File: src/relativistic_boris_push_assert.svh
// assertion macros shared by the pusher rtl
`ifndef RELATIVISTIC_BORIS_PUSH_ASSERT_SVH
`define RELATIVISTIC_BORIS_PUSH_ASSERT_SVH

// same-cycle implication
`define RBP_ASSERT_IMPL(label, clk, rst, ante, cons) \
   label: assert property (@(posedge clk) disable iff (rst) (ante) |-> (cons)) \
      else $error("assertion failed");

// next-cycle implication
`define RBP_ASSERT_NEXT(label, clk, rst, ante, cons) \
   label: assert property (@(posedge clk) disable iff (rst) (ante) |=> (cons)) \
      else $error("assertion failed");

`endif

File: src/rbp_pkg.sv
package rbp_pkg;

   localparam int WORD_BITS_DEF = 32;
   localparam int FRAC_BITS     = 16;
   localparam int CSR_ADDR_BITS = 3;

   localparam logic [63:0] Q_ONE  = 64'd65536;
   localparam logic [63:0] Q_TWO  = 64'd131072;
   localparam logic [63:0] Q_HALF = 64'd32768;

   // register index, taken from paddr[2]
   localparam logic REG_TIME_STEP   = 1'b0;
   localparam logic REG_CHARGE_MASS = 1'b1;

   // magnitude plus sign into a saturated w-bit word (low w bits of result)
   function automatic logic [63:0] sat_mag(input logic [127:0] m, input logic neg,
                                           input logic ovf, input int unsigned w);
      logic [127:0] lim;
      logic [127:0] r;
      lim = 128'd1 << (w - 1);
      if (neg) begin
         if (ovf || (m > lim)) r = 128'd0 - lim;
         else r = 128'd0 - m;
      end else begin
         if (ovf || (m >= lim)) r = lim - 128'd1;
         else r = m;
      end
      return r[63:0];
   endfunction

endpackage

File: src/rbp_qsqrt.sv
module rbp_qsqrt #(
   parameter int WORD_BITS = rbp_pkg::WORD_BITS_DEF
) (
   input  logic                 clock,
   input  logic                 en,
   input  logic [WORD_BITS-1:0] a,
   output logic [WORD_BITS-1:0] r
);
   import rbp_pkg::*;

   localparam int W  = WORD_BITS;
   localparam int SB = (W + FRAC_BITS + 2) / 2;
   localparam int XW = 2 * SB;
   localparam int RB = SB + 2;

   logic [XW-1:0] x_ff    [SB+1];
   logic [RB-1:0] rem_ff  [SB+1];
   logic [SB-1:0] root_ff [SB+1];
   logic [SB:0]   f1;
   logic [W-1:0]  r_ff;

   // operand scaled by 2^18, non-positive gives zero
   always_ff @(posedge clock) begin
      if (en) begin
         x_ff[0]    <= (a[W-1] || (a == '0)) ? '0
                       : (XW'(a[W-2:0]) << (FRAC_BITS + 2));
         rem_ff[0]  <= '0;
         root_ff[0] <= '0;
      end
   end

   // one root bit per stage
   for (genvar k = 1; k <= SB; k++) begin : g_digit
      logic [RB-1:0] rs, trial;
      logic          ge;
      always_comb begin
         rs    = {rem_ff[k-1][RB-3:0], x_ff[k-1][XW-1:XW-2]};
         trial = {root_ff[k-1], 2'b01};
         ge    = (rs >= trial);
      end
      always_ff @(posedge clock) begin
         if (en) begin
            rem_ff[k]  <= ge ? (rs - trial) : rs;
            root_ff[k] <= {root_ff[k-1][SB-2:0], ge};
            x_ff[k]    <= {x_ff[k-1][XW-3:0], 2'b00};
         end
      end
   end

   assign f1 = {1'b0, root_ff[SB]} + (SB+1)'(1);

   always_ff @(posedge clock) begin
      if (en) r_ff <= W'(f1[SB:1]);
   end

   assign r = r_ff;
endmodule

File: config.mk
export PLATFORM = sky130hd
export DESIGN_NAME = rbp_qsqrt
export DESIGN_NICKNAME = d
export VERILOG_FILES = /design/src/relativistic_boris_push_assert.svh /design/src/rbp_pkg.sv /design/src/rbp_qsqrt.sv
export SDC_FILE = /design/constraint.sdc
export NUM_CORES = 2
export LEC_CHECK = 0
export BUFFER_PORTS_ARGS = -buffer_cell sky130_fd_sc_hd__clkbuf_2
export CORE_ASPECT_RATIO = 0.75
export CORE_UTILIZATION = 45
export CTS_CLUSTER_SIZE = 28
export DETAILED_ROUTE_END_ITERATION = 16
export SLEW_MARGIN = 20
export SYNTH_ARGS = -nofsm -noshare
export SYNTH_HDL_FRONTEND = slang
export SYNTH_SLANG_ARGS = --single-unit
File: constraint.sdc
create_clock -name clock -period 3 [get_ports clock]
set_clock_uncertainty 0.1 [all_clocks]
set_input_delay 0.9 -clock clock [delete_from_list [all_inputs] [get_ports clock]]
set_output_delay 0.9 -clock clock [all_outputs]
set_load 0.005 [all_outputs]
After elaboration in Yosys (flattened, before gate mapping). Memory sizes are Yosys's and may differ from the RTL's. Index checks and enable logic that the tools add are counted.

Memories: 3. Bits in writable memories: 2652. Output and inout port bits: 32. Register bits: 25. Input port bits: 34.

Memories: x_ff (depth 26, width 50, read ports 25, clocked after Yosys merged registers in 0, wr ports 26, line rbp_qsqrt.sv:16) `logic [XW-1:0] x_ff [SB+1];`; rem_ff (depth 26, width 27, read ports 25, clocked after Yosys merged registers in 0, wr ports 26, line rbp_qsqrt.sv:17) `logic [RB-1:0] rem_ff [SB+1];`; root_ff (depth 26, width 25, read ports 26, clocked after Yosys merged registers in 0, wr ports 26, line rbp_qsqrt.sv:18) `logic [SB-1:0] root_ff [SB+1];`.

Add/subtract/negate cells: 26. Reductions and logical operators: 2. Order comparisons: 25. Muxes and demuxes: 28.

Operators with widths (number): greater-or-equal comparator 27 bit (25); two-way mux 27 bit (25); subtractor 27 bit (25); two-way mux 49 bit (1); zero test 32 bit (1); adder 25 x 1 -> 26 bit, second input constant (1); two-way mux 1 bit (2); logical OR 1 bit (1).

Logic depth before layout (Yosys ltp).
Depth after elaboration: 3. Depth in mapped cells: 12. Mapped depth without buffers: 12.

Worst setup path after synthesis. Ideal clock, no wire load.

Kind: register to register. Start: memory rem_ff[1][189] (netlist name). End: memory rem_ff[1][233] (netlist name), data pin. Cell stages (with the launch flop): 11. Library setup time: 0.260 ns. Period minus slack after synthesis: 3.194 ns. Data arrival time: 2.834 ns. Setup slack: -0.194 ns. Path through: edfxtp_1 > ha_1 > a211oi_1 > nor2_1 > o21ai_0 > a22oi_1 > nand3_1 > a41oi_1 > a31oi_1 > buf_2 > mux2_2.

RTL lines (line): start: declaration (rbp_qsqrt.sv:17).

==> reports/results.ini <==
[timing]
finalSetupViolCount=30
post-route-min-period_ps=3100
fin_tns_setup_ps=-1160
fmax_mhz=323
hold_viol=0
rsz0062_at_grt=true
fin_crit_sh_pct=103
finalWorstSetupSlack_ps=-95.5
worstMarginPinSlew_ps=983
slew_headroom_pct=34.4
maxSlewViolCount=0

[cts]
cts_tree=yes
root_buffer=clkbuf_16
clock_tree.htree_level_count=3
clkLatencyLatePin_ps=760
cts_buffer_depth=3
cts_buffers=117
clk_pin_slew_ps=60
postCtsHoldBufs=0
cts_sinks=1175

[yosys]
synthFlopType=edfxtp_1
netlist_area_um2=59100
synth.distinct_cells=90
synth_edf_count=1175
yosysWarnings=0
netlist_instances=4865
postSynthAreaPerCell_um2=12.2
async_flop_share_pct=0
yosys_register_bits=1175
yosysSeqAreaShare_pct=59.7

[floorplanning]
die_w_um=421
core_area_um2=130000
die_y_um=316
die-area_um2=133000
io_pins=66
placementRows=114
start_util_pct=45.6

[route]
dr_wl_met2_mm=51.8
wl_per_cell_um=16.8
wl_met1_mm=63.1
drc=0
drtIter0Drc=2598
dr.max_layer_used=met4
vias_per_cell=5.23
dr.pass1.iters=5
via_count=38200
met3_length_mm=5.50
antenna_left=0
wirelength_mm=123

[critical_path]
crit_chain=or4_4 -> or4_4 -> or3_4 -> nor3_4 -> nand3_2 -> nor3_4 -> buf_6 -> clkbuf_16 -> o31ai_2
cp-start-kind=flop
crit_fanout=5
end_kind=flop
max_stage_delay_ps=550
path_buf_inv=2
cp_top_family=simple AND/OR/NAND/NOR gates
critical_path_class=reg -> reg
slowest_stage=or4_4
cp.required_ps=3380
critPathArrivalTime_ps=3470

[pwr]
seqPwrFrac_pct=45.2
p_leak_nw=28.1
p_sw_mw=14.2
comb_power_share_pct=24.2
p_per_area_nw_per_um2=697
sw_frac_of_total_pct=28.6
max-vdd-ir-drop_mv=0.529
clockPowerShare_pct=30.6
power.internal_mw=35.3

[placement]
place.gp.congestion=0.905
numPortBuffers=58
place_hpwl_mm=88.5
dp_slack_ps=-238

[cells_and_area]
nets=5843
layout_commonest_cell=edfxtp_1
synthToLayoutAreaGrowth_pct=20.1
layout-drive-gt1-share_pct=19.3
mostFrequentLayoutCells=edfxtp_1 (1,175), buf_4 (443), inv_1 (423), nor2_1 (332), nand2_1 (318)
antenna_cells=0
fillers=10800

[global_route]
first_global_vias=36500
antenna_found_initial=2
grt_overflow=0
grt_pass1_wl_mm=194
grt_usage_pct=18.2
grt_max_degree=111

[status]
run_status=finished with violations
violations=negative setup slack

[min_path]
hp-class=reg -> reg

[run]
cap_violations=0

[per-stage QoR]
step	power (mW)	instance area [um^2]	cells	utilization [%]	hold slack, ps
3_3_place_gp	33.4	65100	7030	50.2	300
5_1_grt	52.0	71000	7310	54.8	313
6_report	49.5	71000	7310	54.8	303
2_1_floorplan	29.6	59200	4872	-	300
4_1_cts	49.3	69600	7275	53.7	287
3_5_place_dp	33.5	65100	7030	50.2	305
[synthesized netlist by cell type (all sizes together), types with 44 or more instances]
master  count  share of area [%]
inv       431                2.7
edfxtp   1175                 60
a21oi     276                2.3
nor3      138                1.2
mux2       60                1.1
nand3      89               0.78
nand4      51               0.54
clkbuf     62               0.39
nand2b     57               0.60
xnor2     239                3.5
nor2      345                2.2
a21o      114                1.4
o21ai     244                2.1
or3        54               0.58
o21a       65               0.83
nor2b      44               0.47
and2       44               0.47
ha        334                7.1
xor2      210                3.1
nor4       61               0.65
nand2     321                2.0
[sequential cells by signal (all words and copies together) (netlist names)]
signal   cells
root_ff    325
x_ff       271
r           25
rem_ff     554
[power by group through the flow]
| stage | sequential [mW] | clock [mW] | combinational [mW] |
|---|---|---|---|
| after floorplan | 22.1 | 0 | 7.50 |
| after global placement | 22.7 | 0 | 10.7 |
| after detailed placement | 22.7 | 0 | 10.8 |
| after CTS | 22.4 | 15.6 | 11.3 |
| after global routing | 22.6 | 16.1 | 13.3 |
| final | 22.4 | 15.1 | 12.0 |
[per-layer routing]
layer / GRT usage (%) / vias up
li1: - / 19100
met1: 28.3 / 18200
met2: 26.6 / 687
met3: 3.04 / 147
met4: 3.81 / 0
met5: 0 / -
[cell families (layout without fill, tap and decap cells)]
kind of cell | Yosys count | count (layout) | synth area share [%]
and+or+nand+nor | 1357 | 1357 | 11.5
DFF | 1175 | 1175 | 59.7
AOI/OAI and AO/OA | 959 | 959 | 10.2
buffers and inverters | 516 | 1214 | 3.36
xor gates and xnor gates | 449 | 449 | 6.65
adders and majority gates | 342 | 342 | 7.34
muxes | 66 | 66 | 1.24
other | 1 | 8 | 0.00634
[layout make-up]
type                            count  area [um^2]  share of cell area, %
Sequential cell                  1175        35300                   49.7
Tap cell                         1740         2180                   3.07
Clock inverter                     90          973                   1.37
Clock buffer                      132         3010                   4.23
Timing Repair Buffer              561         4720                   6.64
Multi-Input combinational cell   3181        23200                   32.7
Inverter                          431         1620                   2.28
[worst paths after layout]
check | from | end | slack [ps] | cells past startpoint
min reg2reg | x_ff[8][44]$_DFFE_PP_ | x_ff[9][46]$_DFFE_PP_ | 300 | 0
min | x_ff[8][44]$_DFFE_PP_ | x_ff[9][46]$_DFFE_PP_ | 300 | 0
max reg2reg | rem_ff[0][174]$_DFFE_PP_ | rem_ff[0][192]$_DFFE_PP_ | -100 | 9
max | rem_ff[0][174]$_DFFE_PP_ | rem_ff[0][192]$_DFFE_PP_ | -100 | 9
[repair_timing]
item	4_1_cts	5_1_grt
gates cloned	3	7
gates resized for setup	84	232
pin swaps	32	99
setup buffers	20	37
setup endpoints to repair	162	320
No activity file was read; power rests on OpenSTA's default activity.
