--- config.mk ---
export PLATFORM = sky130hd
export DESIGN_NAME = rbp_qmul
export DESIGN_NICKNAME = d
export VERILOG_FILES = /design/src/relativistic_boris_push_assert.svh /design/src/rbp_pkg.sv /design/src/rbp_qmul.sv
export SDC_FILE = /design/constraint.sdc
export NUM_CORES = 2
export LEC_CHECK = 0
export ABC_AREA = 0
export ABC_CLOCK_PERIOD_IN_PS = 8800
export BUFFER_PORTS_ARGS = -buffer_cell sky130_fd_sc_hd__buf_2
export CAP_MARGIN = 20
export CORE_MARGIN = 2
export CORE_UTILIZATION = 45
export DETAILED_ROUTE_END_ITERATION = 6
export GPL_TIMING_DRIVEN = 0
export HOLD_SLACK_MARGIN = 0.1
export PLACE_DENSITY_LB_ADDON = 0.2
export SETUP_SLACK_MARGIN = 0.5
export SYNTH_ARGS = -nofsm -noshare
export SYNTH_HDL_FRONTEND = slang
export SYNTH_SLANG_ARGS = --single-unit
export TNS_END_PERCENT = 1
--- constraint.sdc ---
create_clock -name clock -period 8.8 [get_ports clock]
set_input_delay 0.44 -clock clock [delete_from_list [all_inputs] [get_ports clock]]
set_output_delay 0.44 -clock clock [all_outputs]
set_load 0.01 [all_outputs]
--- src/relativistic_boris_push_assert.svh ---
// assertion macros shared by the pusher rtl
`ifndef RELATIVISTIC_BORIS_PUSH_ASSERT_SVH
`define RELATIVISTIC_BORIS_PUSH_ASSERT_SVH

// same-cycle implication
`define RBP_ASSERT_IMPL(label, clk, rst, ante, cons) \
   label: assert property (@(posedge clk) disable iff (rst) (ante) |-> (cons)) \
      else $error("assertion failed");

// next-cycle implication
`define RBP_ASSERT_NEXT(label, clk, rst, ante, cons) \
   label: assert property (@(posedge clk) disable iff (rst) (ante) |=> (cons)) \
      else $error("assertion failed");

`endif

--- src/rbp_pkg.sv ---
package rbp_pkg;

   localparam int WORD_BITS_DEF = 32;
   localparam int FRAC_BITS     = 16;
   localparam int CSR_ADDR_BITS = 3;

   localparam logic [63:0] Q_ONE  = 64'd65536;
   localparam logic [63:0] Q_TWO  = 64'd131072;
   localparam logic [63:0] Q_HALF = 64'd32768;

   // register index, taken from paddr[2]
   localparam logic REG_TIME_STEP   = 1'b0;
   localparam logic REG_CHARGE_MASS = 1'b1;

   // magnitude plus sign into a saturated w-bit word (low w bits of result)
   function automatic logic [63:0] sat_mag(input logic [127:0] m, input logic neg,
                                           input logic ovf, input int unsigned w);
      logic [127:0] lim;
      logic [127:0] r;
      lim = 128'd1 << (w - 1);
      if (neg) begin
         if (ovf || (m > lim)) r = 128'd0 - lim;
         else r = 128'd0 - m;
      end else begin
         if (ovf || (m >= lim)) r = lim - 128'd1;
         else r = m;
      end
      return r[63:0];
   endfunction

endpackage

--- src/rbp_qmul.sv ---
module rbp_qmul #(
   parameter int WORD_BITS = rbp_pkg::WORD_BITS_DEF
) (
   input  logic                 clock,
   input  logic                 en,
   input  logic [WORD_BITS-1:0] a,
   input  logic [WORD_BITS-1:0] b,
   output logic [WORD_BITS-1:0] p
);
   import rbp_pkg::*;

   localparam int W  = WORD_BITS;
   localparam int HB = W / 2;
   localparam int HI = W - HB;

   logic [W-1:0]      ma_ff, mb_ff;
   logic              neg1_ff, neg2_ff;
   logic [W+HB-1:0]   plo_ff;
   logic [W+HI-1:0]   phi_ff;
   logic [2*W-1:0]    sum, rnd;
   logic [63:0]       sat;
   logic [W-1:0]      p_ff;

   // product split in two partial products, summed and rounded a stage later
   always_comb begin
      sum = {{HI{1'b0}}, plo_ff} + {phi_ff, {HB{1'b0}}};
      rnd = sum + (2*W)'(Q_HALF);
      sat = sat_mag(128'(rnd[2*W-1:FRAC_BITS]), neg2_ff, 1'b0, W);
   end

   always_ff @(posedge clock) begin
      if (en) begin
         ma_ff   <= a[W-1] ? (~a + W'(1)) : a;
         mb_ff   <= b[W-1] ? (~b + W'(1)) : b;
         neg1_ff <= a[W-1] ^ b[W-1];
         plo_ff  <= (W+HB)'(ma_ff) * (W+HB)'(mb_ff[HB-1:0]);
         phi_ff  <= (W+HI)'(ma_ff) * (W+HI)'(mb_ff[W-1:HB]);
         neg2_ff <= neg1_ff;
         p_ff    <= sat[W-1:0];
      end
   end

   assign p = p_ff;
endmodule

Word-level counts from Yosys, hierarchy flattened:

Cells that the tools add are included.

* flip-flop bits (word level): 194
* input bits: 66
* output and inout port bits: 32
* logic and storage cells: 26

* $add $sub $neg: 5
* $mul: 2
* order comparisons: 2
* multiplexer cells: 5
* bitwise operators: 3

Operator list (number)
* $mul 32x16->48: 2
* $mux 32: 3
* $add 32x1->32 const B: 2
* $add 48x64->64: 1
* $add 64x16->64 const B: 1
* $not 32->32: 2
* $mux 31: 2
* $ge 48x32->1 const B: 1
* $gt 48x32->1 const B: 1
* $sub 1x32->32 const A: 1
* $xor 1x1->1: 1

Depth between registers and ports, before layout:

* depth in word-level cells: 5
* depth in mapped cells: 26
* gate-level depth less buffers: 25

Worst setup path before layout:

OpenSTA, ideal clock, no wires.

* path kind: reg-to-reg
* start point: register ma_ff[23]
* end point: register phi_ff[43] (data pin)
* library setup time: 262 ps
* arrival time: 6414 ps
* data required time: 8538 ps
* path slack: 2124 ps
* cell stages (with the launch flop): 23
* buffers on the path: 1
* clock period less this slack: 6676 ps
* cell sequence: edfxtp_1 > clkbuf_1 > and2_1 > fa_1 > inv_1 > fa_1 > fa_1 > fa_1 > fa_1 > fa_1 > inv_1 > ha_1 > a21o_1 > a31o_2 > a2111oi_0 > nand2_1 > o21ai_0 > a31oi_1 > a211o_1 > a31o_2 > a31oi_1 > o21bai_1 > xor2_1

* cells in the longest elaborated chain, start to end: 1

Ends and longest elaborated chain
* start: declaration: RTL line rbp_qmul.sv:16 `logic [W-1:0] ma_ff, mb_ff;`
* start signal: assignment: RTL line rbp_qmul.sv:33 `ma_ff <= a[W-1] ? (~a + W'(1)) : a;`
* $mul 32x16->48: RTL line rbp_qmul.sv:37 `phi_ff <= (W+HI)'(ma_ff) * (W+HI)'(mb_ff[W-1:HB]);`
* end signal: assignment: RTL line rbp_qmul.sv:37
* end: declaration: RTL line rbp_qmul.sv:19 `logic [W+HI-1:0] phi_ff;`

Every way passes these cells.
A chain may end at the register's enable or synchronous reset.

Final worst setup path:

* start point: register ma_ff[17]
* end point: register plo_ff[45] (data pin)

* cells in the longest elaborated chain, start to end: 1

Ends and longest elaborated chain
* $mul 32x16->48: RTL line rbp_qmul.sv:36 `plo_ff <= (W+HB)'(ma_ff) * (W+HB)'(mb_ff[HB-1:0]);`
* end signal: assignment: RTL line rbp_qmul.sv:36
* end: declaration: RTL line rbp_qmul.sv:18 `logic [W+HB-1:0] plo_ff;`

Every way passes these cells.

==> flow_summary.toml <==
[final_layout]
drive_gt1_frac = 0.0483
nets = 5881
synthToLayoutAreaGrowth_pct = 6.88
utilization = 0.484
final_cells = 5983

[detailed_routing]
viasPerCell = 5.48
num_vias = 32800
first_pass_iters = 6
drt_iter0_markers = 2899
wl_mm = 139
drtAntennaViolNets = 0
wire_per_inst_um = 23.2
drc = 0

[critical_path]
crit_path_start_kind = "register"
endpoint = "plo_ff[45]$_DFFE_PP_"
required_ps = 9050
arrival_ps = 8330
crit_type = "reg2reg"
path_common_cell = "fa_1"
r2r_cells = 23
crit_start = "ma_ff[17]$_DFFE_PP_"
regToRegSetupSlack_ps = 720
r2r_start = "ma_ff[17]$_DFFE_PP_"
critPathCaptureType = "register"
critPathMaxStageDelay_ps = 760
cp_cell_sequence = "clkbuf_1, nand2_1, fa_1, fa_1, fa_1, inv_1, fa_1, fa_1, inv_1, fa_1, inv_1, ha_1, a21o_1, a21o_1, a21oi_1, o21ai_0, a221oi_1, a21boi_0, a21o_1, a21o_1, a21oi_1, o221ai_1, xor2_1"
r2r-end = "plo_ff[45]$_DFFE_PP_"
cp_max_fo = 10
crit_slowest_cell = "clkbuf_1"

[placement]
dp.final_hpwl_mm = 116
place_inst = 5936
place_congestion = 0.978
io_buffers = 97

[global_route]
use_met1 = 0.396
grt_usage = 0.297
grt-busiest-layer = "met2"
grt_use_met2 = 0.460
gr-total-overflow = 0
grt_pass1_wl_mm = 208
antenna_found_initial = 12
grt_max_degree = 98
grt_pass1_vias = 33362
grt_use_met3 = 0.0774

[die]
fp.dieArea_um2 = 96200
start_util = 0.453
row_count = 112
die_y_um = 310
ios = 98
core_um2 = 93000
die_x_um = 310

[timing]
post-route-period-util = 0.918
slew_violations = 0
fin_skew_ps = 29.5
worst_pin_slew_ps = 1060
setup_violations = 0
hold_violations = 0
grt_setup_unrepaired = "yes"
slew_headroom = 0.293
achievable-frequency_ghz = 0.124
fin_crit_ps = 8080

[clock_network]
cts_tree = "yes"
clk_pin_slew_ps = 80
postCtsHoldBufs = 0
clk_latency_ps = 520
cts_buffers = 17
clock_sinks = 179
clockBufferDepth = 2
htree_levels = 4
cts_root_buf = "clkbuf_16"

[logic_synthesis]
ys_ff_latch = 179
synth_top_cell_by_area = "fa_1"
ys.flop_type = "edfxtp_1"
synthArstFlopShare = 0
synthesis.area_um2 = 42200
synthTopCellsByArea = "fa_1 (40%), edfxtp_1 (13%), ha_1 (8.1%), inv_1 (7.9%), and2_1 (6.5%)"
synth_area_per_cell_um2 = 9.20
ys_types = 77
syn_nets = 5757
yosysSeqAreaShare = 0.127
syn_inst = 4583
synth-edff-count = 179
synth_top_area_share = 0.397
yosys_warnings = 0

[worst_hold_path]
hp-class = "in2reg"
hp-start = "b[0]"

[job]
max_cap_viol_count = 0

[status]
status = "finished, final reports clean"
## flip-flops by register name (all words and copies together) (netlist names)
| name | cells |
|---|---|
| plo_ff | 33 |
| phi_ff | 48 |
| mb_ff | 32 |
| neg1_ff | 1 |
| neg2_ff | 1 |
| ma_ff | 32 |
| p | 32 |
## Yosys cell counts (18+ instances only)
cell and instances:
xnor2_1 105, nand2_1 706, o31ai_1 28, and2_1 435
nor3_1 38, nand4_1 31, fa_1 836, edfxtp_1 179
or3_1 21, a21oi_1 102, nand2b_1 27, inv_1 889
clkbuf_1 241, ha_1 272, xor2_1 55, o2bb2ai_1 31
nand3_1 46, a21o_1 61, o21ai_0 92, nor4_1 25
nor2_1 77, a211oi_1 18, and3_1 25
## area by class of cell
class | count | area (um2)
Fill cell | 9091 | 48000
Multi-Input combinational cell | 3269 | 32500
Sequential cell | 179 | 5380
Inverter | 889 | 3340
Tap cell | 1254 | 1570
Buffer | 246 | 1020
Timing Repair Buffer | 105 | 597
Clock buffer | 18 | 429
Clock inverter | 14 | 168
Antenna cell | 9 | 22.5
## critical path, delay by kind of cell (launching register included)
family	cells	cell delay, ps
AND/OR/NAND/NOR	1	200
adder cells (fa/ha/maj)	7	3350
buffers and inverters	4	900
AO/OA/AOI/OAI	10	2600
XOR/XNOR	1	170
flip-flops	1	570
## routing by layer
layer / up-vias / wire, um
met5: - / 23
met1: 16343 / 56400
met3: 341 / 14700
met2: 1605 / 60800
met4: 4 / 6750
li1: 14507 / -
## cells by family after synthesis
logic type,synth area share
adders and majority gates,0.478
DFF,0.127
and+or+nand+nor,0.177
muxes,0.00504
xor gates and xnor gates,0.0336
buffers and inverters,0.102
AOI/OAI and AO/OA,0.0778
## worst min path at each step
stage	endpoint	slack, ps	cells after the start
2_1_floorplan	neg2_ff$_DFFE_PP_	400	0
3_3_place_gp	neg2_ff$_DFFE_PP_	430	0
3_5_place_dp	neg2_ff$_DFFE_PP_	430	0
4_1_cts	mb_ff[0]$_DFFE_PP_	150	1
5_1_grt	mb_ff[0]$_DFFE_PP_	160	1
6_report	mb_ff[0]$_DFFE_PP_	170	1
## metrics by stage
stage | instance area [um2] | worst slack (ps) | hold WS [ps] | setup TNS (ps)
after global placement | 44200 | -76.4 | 429 | -76.4
after global routing | 45000 | 479 | 158 | 0
final | 45100 | 721 | 171 | 0
after floorplan | 42200 | 2120 | 400 | 0
after CTS | 44900 | 283 | 145 | 0
after detailed placement | 44300 | -74.3 | 434 | -83.1
## cell usage in the layout (no fill, tap or decap), types with 17 or more instances in the layout
cell type / count
nand3_1: 46
fa_1: 836
and3_1: 25
xnor2_1: 105
inv_1: 889
a211oi_1: 17
o2bb2ai_1: 31
clkbuf_2: 50
o21a_1: 17
nand4_1: 31
edfxtp_1: 179
or3_1: 21
nand2_1: 706
a21oi_1: 102
nor2_1: 77
clkbuf_16: 17
nor4b_1: 17
o31ai_1: 28
xor2_1: 55
o21ai_0: 92
buf_2: 97
nor4_1: 25
ha_1: 272
nor3_1: 37
a21o_1: 61
nand2b_1: 27
and2_1: 435
clkbuf_1: 190
## repair_timing
action	4_1_cts	5_1_grt
setup buffers	2	4
pin swaps	1	0
gates resized for setup	27	70
endpoints found under the setup margin	13	14
Power is left out: the tool's default activity adds up to more than one toggle a clock period on the data nets, which glitch-free logic cannot reach.
